===== src/design/ussq_pkg.sv =====
// Shared types, constants and helpers for the unipolar stepper sequencer.
// No dependencies; every other design file imports this package.
package ussq_pkg;

   localparam int IntervalW = 24;
   localparam int CountInW  = 16;
   localparam int PosW      = 10;
   localparam int CoilW     = 4;
   localparam int PhaseW    = 2;

   localparam logic [IntervalW-1:0] IntervalReset = 24'd2000;

   localparam logic CMD_TICK    = 1'b0;
   localparam logic CMD_CONTROL = 1'b1;

   typedef enum logic [1:0] {
      DIR_NONE     = 2'd0,
      DIR_FORWARD  = 2'd1,
      DIR_BACKWARD = 2'd2
   } dir_type;

   typedef enum logic [1:0] {
      RUN_KEEP = 2'd0,
      RUN_GO   = 2'd1,
      RUN_STOP = 2'd2
   } run_type;

   localparam logic [CoilW-1:0] COIL_OFF = 4'h0;

   typedef struct packed {
      logic                command;
      logic [1:0]          direction_code;
      logic [1:0]          run_code;
      logic [CountInW-1:0] step_count;
   } req_word_type;

   typedef struct packed {
      logic [CoilW-1:0]  coil_pattern;
      logic              running;
      logic [PosW-1:0]   position;
      logic [PhaseW-1:0] phase;
   } rsp_word_type;

   // Two-coils-on full-step sequence
   function automatic logic [CoilW-1:0] coil_lookup(input logic [PhaseW-1:0] ph);
      logic [CoilW-1:0] pat;
      case (ph)
         2'd0:    pat = 4'h6;
         2'd1:    pat = 4'h3;
         2'd2:    pat = 4'h9;
         default: pat = 4'hC;
      endcase
      return pat;
   endfunction

endpackage


===== src/design/ussq_channels.sv =====
// Valid/ready channel interfaces for the stepper sequencer: request,
// response and configuration write. Depends on ussq_pkg.
interface ussq_req_if import ussq_pkg::*; ();
   logic         valid;
   logic         ready;
   req_word_type word;
   modport source (output valid, output word, input ready);
   modport sink (input valid, input word, output ready);
endinterface

interface ussq_rsp_if import ussq_pkg::*; ();
   logic         valid;
   logic         ready;
   rsp_word_type word;
   modport source (output valid, output word, input ready);
   modport sink (input valid, input word, output ready);
endinterface

interface ussq_csr_if import ussq_pkg::*; ();
   logic                 valid;
   logic                 ready;
   logic [IntervalW-1:0] step_interval;
   modport source (output valid, output step_interval, input ready);
   modport sink (input valid, input step_interval, output ready);
endinterface


===== src/design/unipolar_stepper_sequencer_unit.sv =====
// Unipolar stepper full-step sequencer, top level.
// A result word is registered and becomes valid in the cycle after its request word is taken.
// Throughput: one word per cycle while the sink keeps up; the state update is combinational and the
// result register lets a new word in while the sink takes the last one.
// Reset: coils off, halted, phase/position/count/countdown zero, no
// direction, step interval 2000.
module unipolar_stepper_sequencer_unit import ussq_pkg::*; #(
   parameter int POSITION_MODULUS = 513,
   parameter int COUNT_BITS       = 16
) (
   input  logic        clock,
   input  logic        reset,
   ussq_req_if.sink    req_ch,
   ussq_rsp_if.source  rsp_ch,
   ussq_csr_if.sink    csr_ch
);

   logic [IntervalW-1:0] step_interval_ff;
   logic                 req_accept;
   logic                 rsp_valid_ff;
   rsp_word_type         rsp_word_in;
   rsp_word_type         rsp_word_ff;

   assign csr_ch.ready = 1'b1;

   always_ff @(posedge clock) begin
      if (reset) begin
         step_interval_ff <= IntervalReset;
      end else if (csr_ch.valid) begin
         step_interval_ff <= csr_ch.step_interval;
      end
   end

   // take a word whenever the result slot frees up this cycle
   assign req_ch.ready = ~rsp_valid_ff | rsp_ch.ready;
   assign req_accept   = req_ch.valid & req_ch.ready;

   ussq_step_core #(
      .POSITION_MODULUS (POSITION_MODULUS),
      .COUNT_BITS       (COUNT_BITS)
   ) u_core (
      .clock         (clock),
      .reset         (reset),
      .accept        (req_accept),
      .req_word      (req_ch.word),
      .step_interval (step_interval_ff),
      .rsp_word_in   (rsp_word_in)
   );

   ussq_rsp_reg u_rsp (
      .clock    (clock),
      .reset    (reset),
      .load     (req_accept),
      .word_in  (rsp_word_in),
      .taken    (rsp_ch.ready),
      .valid_ff (rsp_valid_ff),
      .word_ff  (rsp_word_ff)
   );

   assign rsp_ch.valid = rsp_valid_ff;
   assign rsp_ch.word  = rsp_word_ff;

   a_accept_gives_rsp: assert property (@(posedge clock) disable iff (reset)
      req_accept |=> rsp_valid_ff)
      else $error("accepted word produced no result");

   a_halted_coils_off: assert property (@(posedge clock) disable iff (reset)
      (rsp_valid_ff && !rsp_word_ff.running) |-> rsp_word_ff.coil_pattern == COIL_OFF)
      else $error("coils driven while halted");

   a_position_range: assert property (@(posedge clock) disable iff (reset)
      rsp_valid_ff |-> {1'b0, rsp_word_ff.position} < (PosW+1)'(POSITION_MODULUS))
      else $error("position out of range");

   a_coil_legal: assert property (@(posedge clock) disable iff (reset)
      rsp_valid_ff |-> (rsp_word_ff.coil_pattern == 4'h0 || rsp_word_ff.coil_pattern == 4'h6 ||
                        rsp_word_ff.coil_pattern == 4'h3 || rsp_word_ff.coil_pattern == 4'h9 ||
                        rsp_word_ff.coil_pattern == 4'hC))
      else $error("illegal coil pattern");

endmodule


===== src/design/ussq_step_core.sv =====
// Sequencer state and its next-state logic: countdown, phase, position,
// remaining steps and coil drive. Depends on ussq_pkg.
module ussq_step_core import ussq_pkg::*; #(
   parameter int POSITION_MODULUS = 513,
   parameter int COUNT_BITS       = 16
) (
   input  logic                 clock,
   input  logic                 reset,
   input  logic                 accept,
   input  req_word_type         req_word,
   input  logic [IntervalW-1:0] step_interval,
   output rsp_word_type         rsp_word_in
);

   localparam logic [PosW:0]   PosLimit = (PosW+1)'(POSITION_MODULUS);
   localparam logic [PosW-1:0] PosLast  = PosW'(POSITION_MODULUS - 1);

   logic [PhaseW-1:0]     phase_ff, phase_in;
   logic [PosW-1:0]       position_ff, position_in;
   logic [COUNT_BITS-1:0] remaining_ff, remaining_in;
   dir_type               direction_ff, direction_in;
   logic                  active_ff, active_in;
   logic [IntervalW-1:0]  countdown_ff, countdown_in;
   logic [CoilW-1:0]      coil_ff, coil_in;

   logic [COUNT_BITS-1:0] count_sat;
   logic [PosW:0]         pos_inc;

   if (COUNT_BITS >= CountInW) begin : g_wide_count
      assign count_sat = COUNT_BITS'(req_word.step_count);
   end else begin : g_narrow_count
      assign count_sat = (|req_word.step_count[CountInW-1:COUNT_BITS]) ? '1
                         : req_word.step_count[COUNT_BITS-1:0];
   end

   assign pos_inc = {1'b0, position_ff} + 1'b1;

   always_comb begin
      phase_in     = phase_ff;
      position_in  = position_ff;
      remaining_in = remaining_ff;
      direction_in = direction_ff;
      active_in    = active_ff;
      countdown_in = countdown_ff;
      coil_in      = coil_ff;
      if (accept) begin
         if (req_word.command == CMD_CONTROL) begin
            case (req_word.direction_code)
               DIR_FORWARD:  direction_in = DIR_FORWARD;
               DIR_BACKWARD: direction_in = DIR_BACKWARD;
               default:      direction_in = direction_ff;
            endcase
            case (req_word.run_code)
               RUN_GO: begin
                  active_in    = 1'b1;
                  countdown_in = step_interval;
               end
               RUN_STOP: begin
                  active_in    = 1'b0;
                  countdown_in = '0;
                  coil_in      = COIL_OFF;
               end
               default: ;
            endcase
            remaining_in = count_sat;
         end else if (active_ff) begin
            if (countdown_ff <= IntervalW'(1)) begin
               // expiry: drive current phase, then advance; the last step drops the coils instead
               coil_in = coil_lookup(phase_ff);
               if (direction_ff == DIR_FORWARD) begin
                  phase_in    = phase_ff + 1'b1;
                  position_in = (pos_inc >= PosLimit) ? '0 : pos_inc[PosW-1:0];
               end else if (direction_ff == DIR_BACKWARD) begin
                  phase_in    = phase_ff - 1'b1;
                  position_in = (position_ff == '0 || {1'b0, position_ff} >= PosLimit)
                                ? PosLast : position_ff - 1'b1;
               end
               if (remaining_ff != '0) begin
                  remaining_in = remaining_ff - 1'b1;
                  countdown_in = step_interval;
               end else begin
                  active_in    = 1'b0;
                  countdown_in = '0;
                  coil_in      = COIL_OFF;
               end
            end else begin
               countdown_in = countdown_ff - 1'b1;
            end
         end
      end
   end

   always_ff @(posedge clock) begin
      if (reset) begin
         phase_ff     <= '0;
         position_ff  <= '0;
         remaining_ff <= '0;
         direction_ff <= DIR_NONE;
         active_ff    <= 1'b0;
         countdown_ff <= '0;
         coil_ff      <= COIL_OFF;
      end else begin
         phase_ff     <= phase_in;
         position_ff  <= position_in;
         remaining_ff <= remaining_in;
         direction_ff <= direction_in;
         active_ff    <= active_in;
         countdown_ff <= countdown_in;
         coil_ff      <= coil_in;
      end
   end

   assign rsp_word_in.coil_pattern = coil_in;
   assign rsp_word_in.running      = active_in;
   assign rsp_word_in.position     = position_in;
   assign rsp_word_in.phase        = phase_in;

endmodule


===== src/design/ussq_rsp_reg.sv =====
// Result register: holds one response word until the sink takes it.
// Depends on ussq_pkg.
module ussq_rsp_reg import ussq_pkg::*; (
   input  logic         clock,
   input  logic         reset,
   input  logic         load,
   input  rsp_word_type word_in,
   input  logic         taken,
   output logic         valid_ff,
   output rsp_word_type word_ff
);

   logic valid_in;

   assign valid_in = load | (valid_ff & ~taken);

   always_ff @(posedge clock) begin
      if (reset) begin
         valid_ff <= 1'b0;
      end else begin
         valid_ff <= valid_in;
      end
   end

   always_ff @(posedge clock) begin
      if (load) begin
         word_ff <= word_in;
      end
   end

endmodule


===== src/flat_wrapper.sv =====
// flat-port wrapper written by rule: the top's interface ports become plain ports
module unipolar_stepper_sequencer_unit_flat import ussq_pkg::*;
#(
   parameter int POSITION_MODULUS = 513,
   parameter int COUNT_BITS       = 16
)
  (clock, reset, req_ch_valid, req_ch_word, req_ch_ready, rsp_ch_valid, rsp_ch_word, rsp_ch_ready, csr_ch_valid, csr_ch_step_interval, csr_ch_ready);
  ussq_req_if req_ch_i ();
  ussq_rsp_if rsp_ch_i ();
  ussq_csr_if csr_ch_i ();
  input  logic clock;
  input  logic reset;
  input wire logic [$bits(req_ch_i.valid)-1:0] req_ch_valid;
  input wire logic [$bits(req_ch_i.word)-1:0] req_ch_word;
  output wire logic [$bits(req_ch_i.ready)-1:0] req_ch_ready;
  output wire logic [$bits(rsp_ch_i.valid)-1:0] rsp_ch_valid;
  output wire logic [$bits(rsp_ch_i.word)-1:0] rsp_ch_word;
  input wire logic [$bits(rsp_ch_i.ready)-1:0] rsp_ch_ready;
  input wire logic [$bits(csr_ch_i.valid)-1:0] csr_ch_valid;
  input wire logic [$bits(csr_ch_i.step_interval)-1:0] csr_ch_step_interval;
  output wire logic [$bits(csr_ch_i.ready)-1:0] csr_ch_ready;
  assign req_ch_i.valid = req_ch_valid;
  assign req_ch_i.word = req_ch_word;
  assign req_ch_ready = req_ch_i.ready;
  assign rsp_ch_valid = rsp_ch_i.valid;
  assign rsp_ch_word = rsp_ch_i.word;
  assign rsp_ch_i.ready = rsp_ch_ready;
  assign csr_ch_i.valid = csr_ch_valid;
  assign csr_ch_i.step_interval = csr_ch_step_interval;
  assign csr_ch_ready = csr_ch_i.ready;
  unipolar_stepper_sequencer_unit #(.POSITION_MODULUS(POSITION_MODULUS), .COUNT_BITS(COUNT_BITS)) u_core (.clock(clock), .reset(reset), .req_ch(req_ch_i), .rsp_ch(rsp_ch_i), .csr_ch(csr_ch_i));
endmodule

===== config.mk =====
export PLATFORM = sky130hd
export DESIGN_NAME = unipolar_stepper_sequencer_unit_flat
export DESIGN_NICKNAME = d
export VERILOG_FILES = /design/src/design/ussq_pkg.sv /design/src/design/ussq_channels.sv /design/src/design/unipolar_stepper_sequencer_unit.sv /design/src/design/ussq_step_core.sv /design/src/design/ussq_rsp_reg.sv /design/src/flat_wrapper.sv
export SDC_FILE = /design/constraint.sdc
export NUM_CORES = 1
export LEC_CHECK = 0
export BUFFER_PORTS_ARGS = -buffer_cell sky130_fd_sc_hd__buf_2
export CORE_ASPECT_RATIO = 0.5
export CORE_MARGIN = 2
export CORE_UTILIZATION = 35
export CTS_CLUSTER_DIAMETER = 120
export CTS_CLUSTER_SIZE = 14
export DETAILED_ROUTE_END_ITERATION = 7
export GPL_ROUTABILITY_DRIVEN = 0
export HOLD_SLACK_MARGIN = 0.03
export PLACE_DENSITY_LB_ADDON = 0.2
export REMOVE_ABC_BUFFERS = 1
export SETUP_SLACK_MARGIN = 0.05
export SLEW_MARGIN = 20
export SYNTH_ARGS = -nofsm -noshare
export SYNTH_HDL_FRONTEND = slang
export SYNTH_SLANG_ARGS = --single-unit

===== constraint.sdc =====
create_clock -name clock -period 3.32 [get_ports clock]
set_input_delay 0.996 -clock clock [delete_from_list [all_inputs] [get_ports clock]]
set_output_delay 0.996 -clock clock [all_outputs]
set_load 0.03 [all_outputs]

### Word-level counts from Yosys, hierarchy flattened

Cells that the tools add are included.

* multipliers: 0
* shift operators: 0
* equal/unequal tests: 9
* bitwise logic cells: 6
* reductions and logical operators: 11
* multiplexer cells: 37
* $add $sub $neg: 6
* div/mod/pow operators: 0
* order comparisons: 3

Operators with widths (number)
* $mux 24: 4
* $mux 10: 8
* $mux 16: 4
* $pmux 24 s2: 1
* $le 24x1->1 const B: 1
* $mux 4: 6
* $sub 24x1->24 const B: 1
* $reduce_bool 16->1: 1
* $sub 16x1->16 const B: 1
* $mux 2: 6
* $pmux 4 s3: 1
* $add 10x1->11 const B: 1
* $ge 11x10->1 const B: 1
* $ge 10x10->1 const B: 1
* $logic_not 10->1: 1
* $sub 10x1->10 const B: 1
* $eq 2x1->1 const B: 4
* $eq 2x2->1 const B: 4
* $reduce_bool 2->1: 4
* $reduce_and 3->1: 2
* $mux 1: 5
* $pmux 2 s2: 1
* $reduce_and 4->1: 1
* $ne 3x1->1 const B: 1
* other kinds (8): 11

* bits in latches: 0
* ROM bits: 0
* RAM bits: 0
* output and inout bits: 20
* bits of input ports: 50
* word-level logic and storage cells: 85
* memories: 0
* bits in registers: 101

### Longest topological paths before layout

Gate-level depths: netlist of run 1.

* depth in word-level cells: 9
* gate-level depth with buffers: 10

### Hierarchy

A second synthesis of run 1 with hierarchy kept.

* cell total of the unflattened synthesis: 720
* area, all modules: 5908.2 um2

By module, submodules not included
* ussq_step_core: cells an instance 618, sequential area each 1181.1 um2, instances 1, area each 4459.3 um2
* unipolar_stepper_sequencer_unit: cells an instance 81, sequential area each 480.5 um2, instances 1, area each 899.6 um2
* ussq_rsp_reg: cells an instance 21, sequential area each 530.5 um2, instances 1, area each 549.3 um2

### Worst setup path before layout of run 1

Ideal clock, no wire load.

* path type: input to register
* start point: in rsp_ch_ready
* end point: reg u_core.u_core.remaining_ff[9]
* setup time: 0.133 ns
* cell stages on the path: 7
* required time: 3.187 ns
* slack: 0.279 ns
* path buffers: 0
* data arrival time: 2.908 ns
* cell sequence: nand2b_1 -> nand2_2 -> clkinv_1 -> nand3_4 -> nor2b_4 -> a211oi_1 -> a211oi_2

* word-level cells in the longest chain between the ends: 3

RTL lines
* start: declaration: line flat_wrapper.sv:18 `input wire logic [$bits(rsp_ch_i.ready)-1:0] rsp_ch_ready;`
* $or 1x1->1: line unipolar_stepper_sequencer_unit.sv:35 `assign req_ch.ready = ~rsp_valid_ff | rsp_ch.ready;`
* $and 1x1->1: line unipolar_stepper_sequencer_unit.sv:36 `assign req_accept = req_ch.valid & req_ch.ready;`
* net u_core.req_accept: line unipolar_stepper_sequencer_unit.sv:19 `logic req_accept;`
* $reduce_and 4->1 (no source line)
* end signal: assignment: line ussq_step_core.sv:105 `remaining_ff <= remaining_in;`
* end: declaration: line ussq_step_core.sv:20 `logic [COUNT_BITS-1:0] remaining_ff, remaining_in;`

The timed path passes the listed nets, and every way through them passes these cells.
A chain may end at the register's enable or synchronous reset.

==> results.tsv, run 1 <==
metric	value	unit
Crit. End Element	register	
CP peak stage delay	0.76	ns
Worst VDD drop	0.2350	mV
met1 WL	7442	um
post-CTS sizing	0	
Post-Synthesis Cells	675	
Period minus WS final	2.936	ns
DR DRC count	0	
Clock Path Buffers	2	
Synth Register Bits	101	
drt first-iter violations	387	
final setup vio count	0	
uppermost routed layer	met4	
CP arrival	3.18	ns
worst skew pair latency	0.35	ns
metal2 WL	7084	um
Worst Setup SP	u_core.u_core.countdown_ff[4]	
slowest CP cell	or4_2	
synth unique cells	84	
Startpoint Class	register	
Layout Skew	0.01042	ns
Fillers	1708	
vias in the first global route	4958	
global route overflow	0	
Required @ worst endpoint	3.56	ns
FMAX	340.7	MHz
Post-Route WL	15300	um
TritonCTS clock tree	done	
Hold Fails Final Rpt	0	
crit-path max FO	8	
share of layout cells above drive strength 1	0.1862	
Die H	94.49	um
Hold WC Path Type	register to register	
pwr/cell area	470.8	nW/um2
Synth Cell Area	5732	um2
Hold Crit Start	u_core.u_core.coil_ff[3]	
clock buffer count from CTS	9	
DP Area	6315	um2
I/O Pins	70	
MaxCap Viol Count	0	
total power	3.111	mW
# port buffers	68	
number of synthesis warnings	0	
crit path cell chain	or4_2 > nand4bb_2 > nor2_4 > nand2_2 > nor4_1 > a221oi_2 > and2_1	
post-route cell area	6606	um2
post-route ant nets	0	
Register Area	2192	um2
ant diodes	0	
outcome	completed	
nets	800	
crit share post-route	0.8842	
Slew HR	0.3537	
clock sinks	101	
TritonRoute pass-1 iters	5	
Clk pin slew, worst setup/hold paths	0.07	ns
unrepaired setup endpoints after global routing	no	
H-tree Lvls	3	
Synth-to-Final Area Change	15.26	%
reg2reg start	u_core.u_core.countdown_ff[4]	
Slew Viols, Final	0	
hold_buf cts	0	
wire length per cell	15.80	um
setup TNS	0	ns
Syn Area/Cell	8.491	um2
Worst-Margin Slew	0.9659	ns
sequential area share after synthesis	0.3824	
Die Span X	185.0	um
ys flop type	dfxtp_1	
EDFF count, synth	17	
DR vias/cell	5.482	
dpl hpwl	11160	um
global-route wire length before repair	25380	um
ys async rst share	0	
Post-CTS Setup Bufs	0	
Root Driver	clkbuf_16	
DR WL met3	595	um
buffers and inverters on the worst path	0	
post-place setup slack	0.3857	ns
die area	17480	um2
WS Path Type	register to register	
initial antenna violation count	0	
delay-heaviest family, CP	simple AND/OR/NAND/NOR gates	
largest net degree at the start of global routing	29	
multi-input gate area in the final layout	3278	um2
Lkg Pwr	2.608	nW
via count	5307	
Initial Util	0.3541	
core area	16190	um2
floorplan row count	33	
final setup margin	0.3845	ns
GR Util All Layers	0.1811	
[Yosys cell counts (all sizes together) (14+ instances only)]
| cell type | n | share of area |
|---|---|---|
| dfxtp | 84 | 0.29 |
| nor2 | 75 | 0.052 |
| nand2 | 58 | 0.041 |
| o21ai | 53 | 0.047 |
| a21oi | 40 | 0.037 |
| nor3 | 32 | 0.028 |
| clkbuf | 26 | 0.021 |
| mux2i | 25 | 0.044 |
| inv | 22 | 0.014 |
| nand3 | 21 | 0.021 |
| a211oi | 18 | 0.028 |
| edfxtp | 17 | 0.089 |
| nor4 | 15 | 0.020 |
| and2 | 14 | 0.015 |
| ha | 14 | 0.031 |
[logic make-up after synthesis]
logic type / synth area share
simple gates: 0.2519
flops: 0.3824
mux: 0.04562
buf+inv: 0.04584
xor+xnor: 0.02139
fa+ha+maj: 0.03056
other cells: 0.0006543
compound gates: 0.2216
[state kept, by name, indices dropped and copies added (netlist names)]
signal                      count
u_core.u_core.active_ff         1
u_core.u_core.countdown_ff     24
u_core.u_core.phase_ff          2
u_core.u_core.position_ff      10
u_core.u_core.direction_ff      2
u_core.step_interval_ff        24
u_core.u_core.coil_ff           4
u_core.u_core.remaining_ff     16
u_core.u_rsp.word_ff           17
u_core.u_rsp.valid_ff           1
[per-stage QoR]
stage                     hold WS (ns)    util  cells
final                           0.4672  0.4082    968
after global routing            0.4883  0.4082    968
after CTS                       0.4699  0.4081    968
after detailed placement        0.4586  0.3902    952
after global placement          0.4498  0.3902    952
after floorplan                 0.4334       -    639
[worst register-to-register path, stage by stage (launching register included)]
cell and delay, ns:
dfxtp_1 0.36, or4_2 0.76, nand4bb_2 0.45, nor2_4 0.32, nand2_2 0.21, nor4_1 0.39
a221oi_2 0.16, and2_1 0.19
[final timing paths]
path | slack, ns | end | cells after the start
worst max-delay path | 0.38 | u_core.u_core.position_ff[6] | 7
worst min-delay path | 0.47 | u_core.u_core.coil_ff[3] | 2
worst max register to register | 0.38 | u_core.u_core.position_ff[6] | 7
worst min register to register | 0.47 | u_core.u_core.coil_ff[3] | 2
[layout by cell type (no fill, tap or decap), drive strengths merged, types with 3 or more instances in the layout]
cell,count
o21ai,53
nand2,58
a22o,6
xnor2,7
nor2,75
o22ai,6
a32o,3
xor2,7
or2,7
nor3,32
nand4,6
a22oi,10
and2,14
ha,14
nand3,21
a32oi,4
nand2b,8
a21o,3
buf,86
or4,8
a211oi,18
a21oi,40
dfxtp,84
nor2b,3
clkbuf,10
nor4,15
edfxtp,17
clkinv,4
inv,25
or3,5
a2111oi,3
a311oi,3
o311ai,8
a221oi,4
mux2i,25
a31oi,7
and3,10
[layout make-up]
class / count / share of cell area
Multi-Input combinational cell: 515 / 0.4962
Sequential cell: 101 / 0.3318
Timing Repair Buffer: 86 / 0.07197
Tap cell: 227 / 0.04299
Clock buffer: 10 / 0.03617
Inverter: 23 / 0.01307
Clock inverter: 6 / 0.007765
[where the power goes]
group          total, mW  switching, mW  internal (mW)  leakage, nW
clock               1.04          0.498          0.542        0.145
combinational      0.715          0.443          0.272         1.60
sequential          1.36         0.0535           1.30        0.858
[layer usage]
layer  track usage  vias to the layer above
met3       0.03201                       18
met1        0.2425                     2528
met5             0                        -
li1              -                     2625
met4       0.04233                        0
met2        0.3056                      136
Power figures use the tool's default switching activity.
==> run 2, diff against run 1 <==
--- a/config.mk
+++ b/config.mk
@@ -6,16 +6,17 @@
 export NUM_CORES = 1
 export LEC_CHECK = 0
 export BUFFER_PORTS_ARGS = -buffer_cell sky130_fd_sc_hd__buf_2
+export CELL_PAD_IN_SITES_DETAIL_PLACEMENT = 0
+export CELL_PAD_IN_SITES_GLOBAL_PLACEMENT = 1
 export CORE_ASPECT_RATIO = 0.5
 export CORE_MARGIN = 2
-export CORE_UTILIZATION = 35
+export CORE_UTILIZATION = 44
 export CTS_CLUSTER_DIAMETER = 120
 export CTS_CLUSTER_SIZE = 14
 export DETAILED_ROUTE_END_ITERATION = 7
 export GPL_ROUTABILITY_DRIVEN = 0
 export HOLD_SLACK_MARGIN = 0.03
 export PLACE_DENSITY_LB_ADDON = 0.2
-export REMOVE_ABC_BUFFERS = 1
 export SETUP_SLACK_MARGIN = 0.05
 export SLEW_MARGIN = 20
 export SYNTH_ARGS = -nofsm -noshare
==> run 2 against run 1 <==
Compared with the run above:
- sequential share of layout area increased by 0.15 points
- sequential power about the same
- combinational power decreased by 0.7%
- worst setup slack got worse by 0.0039 ns
- die area decreased by 20%
- clock-buffer cell count decreased by 1
- utilization increased by 11 points
- clock power increased by 9%
- power increased by 2.6%
- flip-flop and latch count unchanged
- largest cell class unchanged
==> results.tsv, run 2 (synthesis results as in run 1) <==
metric	value	unit
outcome	completed	
reg2reg end	u_core.u_core.remaining_ff[5]	
TritonRoute pass-1 iters	6	
Required @ worst endpoint	3.55	ns
final setup margin	0.3805	ns
Post-Place Cells	896	
clock sinks	101	
ant diodes	0	
dpl hpwl	10860	um
hold_buf cts	0	
crit-path max FO	8	
CP arrival	3.17	ns
clock buffer count from CTS	9	
clock network power share	0.353	
P_int	2.181	mW
vias in the first global route	4951	
# port buffers	68	
R2R setup slack	0.38	ns
WS Path Type	register to register	
P_sw	1.010	mW
share of layout cells above drive strength 1	0.1873	
Root Driver	clkbuf_16	
met1 usage	0.2965	
GRT met2 Usage	0.3617	
Worst-Margin Slew	0.8717	ns
initial antenna violation count	0	
drt first-iter violations	411	
setup TNS	0	ns
MaxCap Viol Count	0	
grt met3 use	0.04051	
H-tree Lvls	3	
hold depth	2	
Hold Crit Start	u_core.u_core.coil_ff[3]	
commonest non-fill, non-tap cells in the layout	dfxtp_1, nor2_1, buf_2, nand2_1, o21ai_0	
Synth-to-Final Area Change	14.73	%
DR vias/cell	5.820	
Die H	84.71	um
via count	5308	
Worst VDD drop	0.2651	mV
Clock Path Buffers	2	
Slew Viols, Final	0	
end point of the worst hold path	u_core.u_core.coil_ff[3]	
Startpoint Class	register	
Slew HR	0.4167	
Lkg Pwr	2.629	nW
I/O Pins	70	
DR DRC count	0	
Crit. End Element	register	
post-route ant nets	0	
crit share post-route	0.8854	
largest registers	u_core.step_interval_ff (24), u_core.u_core.countdown_ff (24), u_core.u_rsp.word_ff (17)	
GR Util All Layers	0.2207	
slowest CP cell	or4_4	
DP Area	6264	um2
worst skew pair latency	0.35	ns
Hold Fails Final Rpt	0	
global-route wire length before repair	24560	um
reg2reg start	u_core.u_core.countdown_ff[8]	
Post-CTS Setup Bufs	0	
post-place setup slack	0.4082	ns
die area	14010	um2
unrepaired setup endpoints after global routing	no	
Clk pin slew, worst setup/hold paths	0.08	ns
Cell Count, Final, Fillers Out	912	
nets	801	
post-route cell area	6576	um2
Final Util	0.5178	
post-CTS sizing	0	
core area	12700	um2
FMAX	340.2	MHz
Period minus WS final	2.939	ns
GR peak layer	met2	
Post-Route WL	15120	um
TritonCTS clock tree	done	
largest net degree at the start of global routing	33	
Hold WC Path Type	register to register	
Comb power frac	0.222	
switch share	0.3165	
commonest non-fill, non-tap cell in the layout	dfxtp_1	
most frequent CP cell	or4_4	
final setup vio count	0	
crit path cell chain	or4_4 > or4_4 > a211oi_4 > nand3_4 > o311ai_0 > o21ai_1	
wire length per cell	16.58	um
pwr/cell area	485.2	nW/um2
Flop pwr share	0.425	
syn_nets	739	
Initial Util	0.4513	
CP peak stage delay	0.62	ns
Die Span X	165.4	um
Layout Skew	0.009110	ns
R2R cell count	6	
global route overflow	0	
floorplan row count	29	
## run 2: metrics by stage
step	power (mW)	hold slack [ns]
finish	3.191	0.4673
global route	3.351	0.5027
CTS	3.211	0.4730
detailed placement	2.087	0.4618
global placement	2.083	0.4504
floorplan	1.913	0.4383
## run 2: final cells by class
type | count | area [um2]
clock inverters | 7 | 87.58
inverters | 23 | 86.33
fillers | 1248 | 6123
clock buffers | 9 | 225.2
multi-input cells | 515 | 3277
flip-flops and latches | 101 | 2192
well taps | 170 | 212.7
repair buffers | 87 | 495.5
## run 2: layer usage
| metal | wire length (um) | vias to the layer above |
|---|---|---|
| li1 | - | 2632 |
| met5 | 0 | - |
| met4 | 299 | 0 |
| met1 | 7170 | 2501 |
| met2 | 7019 | 141 |
| met3 | 632 | 34 |
## run 2: power by group through the flow
stage	logic [mW]	clock network [mW]	registers (mW)
after floorplan	0.525	0	1.39
after global placement	0.701	0	1.38
after detailed placement	0.704	0	1.38
after CTS	0.709	1.15	1.36
after global routing	0.789	1.20	1.37
final	0.710	1.13	1.36
## run 2: how the worst max path moves through the flow
| stage | startpoint | to | slack [ns] | cells past startpoint |
|---|---|---|---|---|
| final | u_core.u_core.countdown_ff[8] | u_core.u_core.remaining_ff[5] | 0.38 | 6 |
| after global routing | u_core.u_core.countdown_ff[4] | u_core.u_core.coil_ff[3] | 0.20 | 7 |
| after floorplan | rsp_ch_ready | u_core.u_core.remaining_ff[9] | 0.28 | 7 |
| after detailed placement | u_core.u_core.countdown_ff[8] | u_core.u_core.remaining_ff[14] | 0.41 | 6 |
| after global placement | u_core.u_core.countdown_ff[8] | u_core.u_core.remaining_ff[6] | 0.41 | 6 |
| after CTS | u_core.u_core.countdown_ff[8] | u_core.u_core.remaining_ff[14] | 0.38 | 6 |
## run 2: worst max-delay path: cells and delay by family, from the launching register on
family	cells	cell delay, ns
flops	1	0.37
compound gates	3	1.02
simple gates	3	1.41
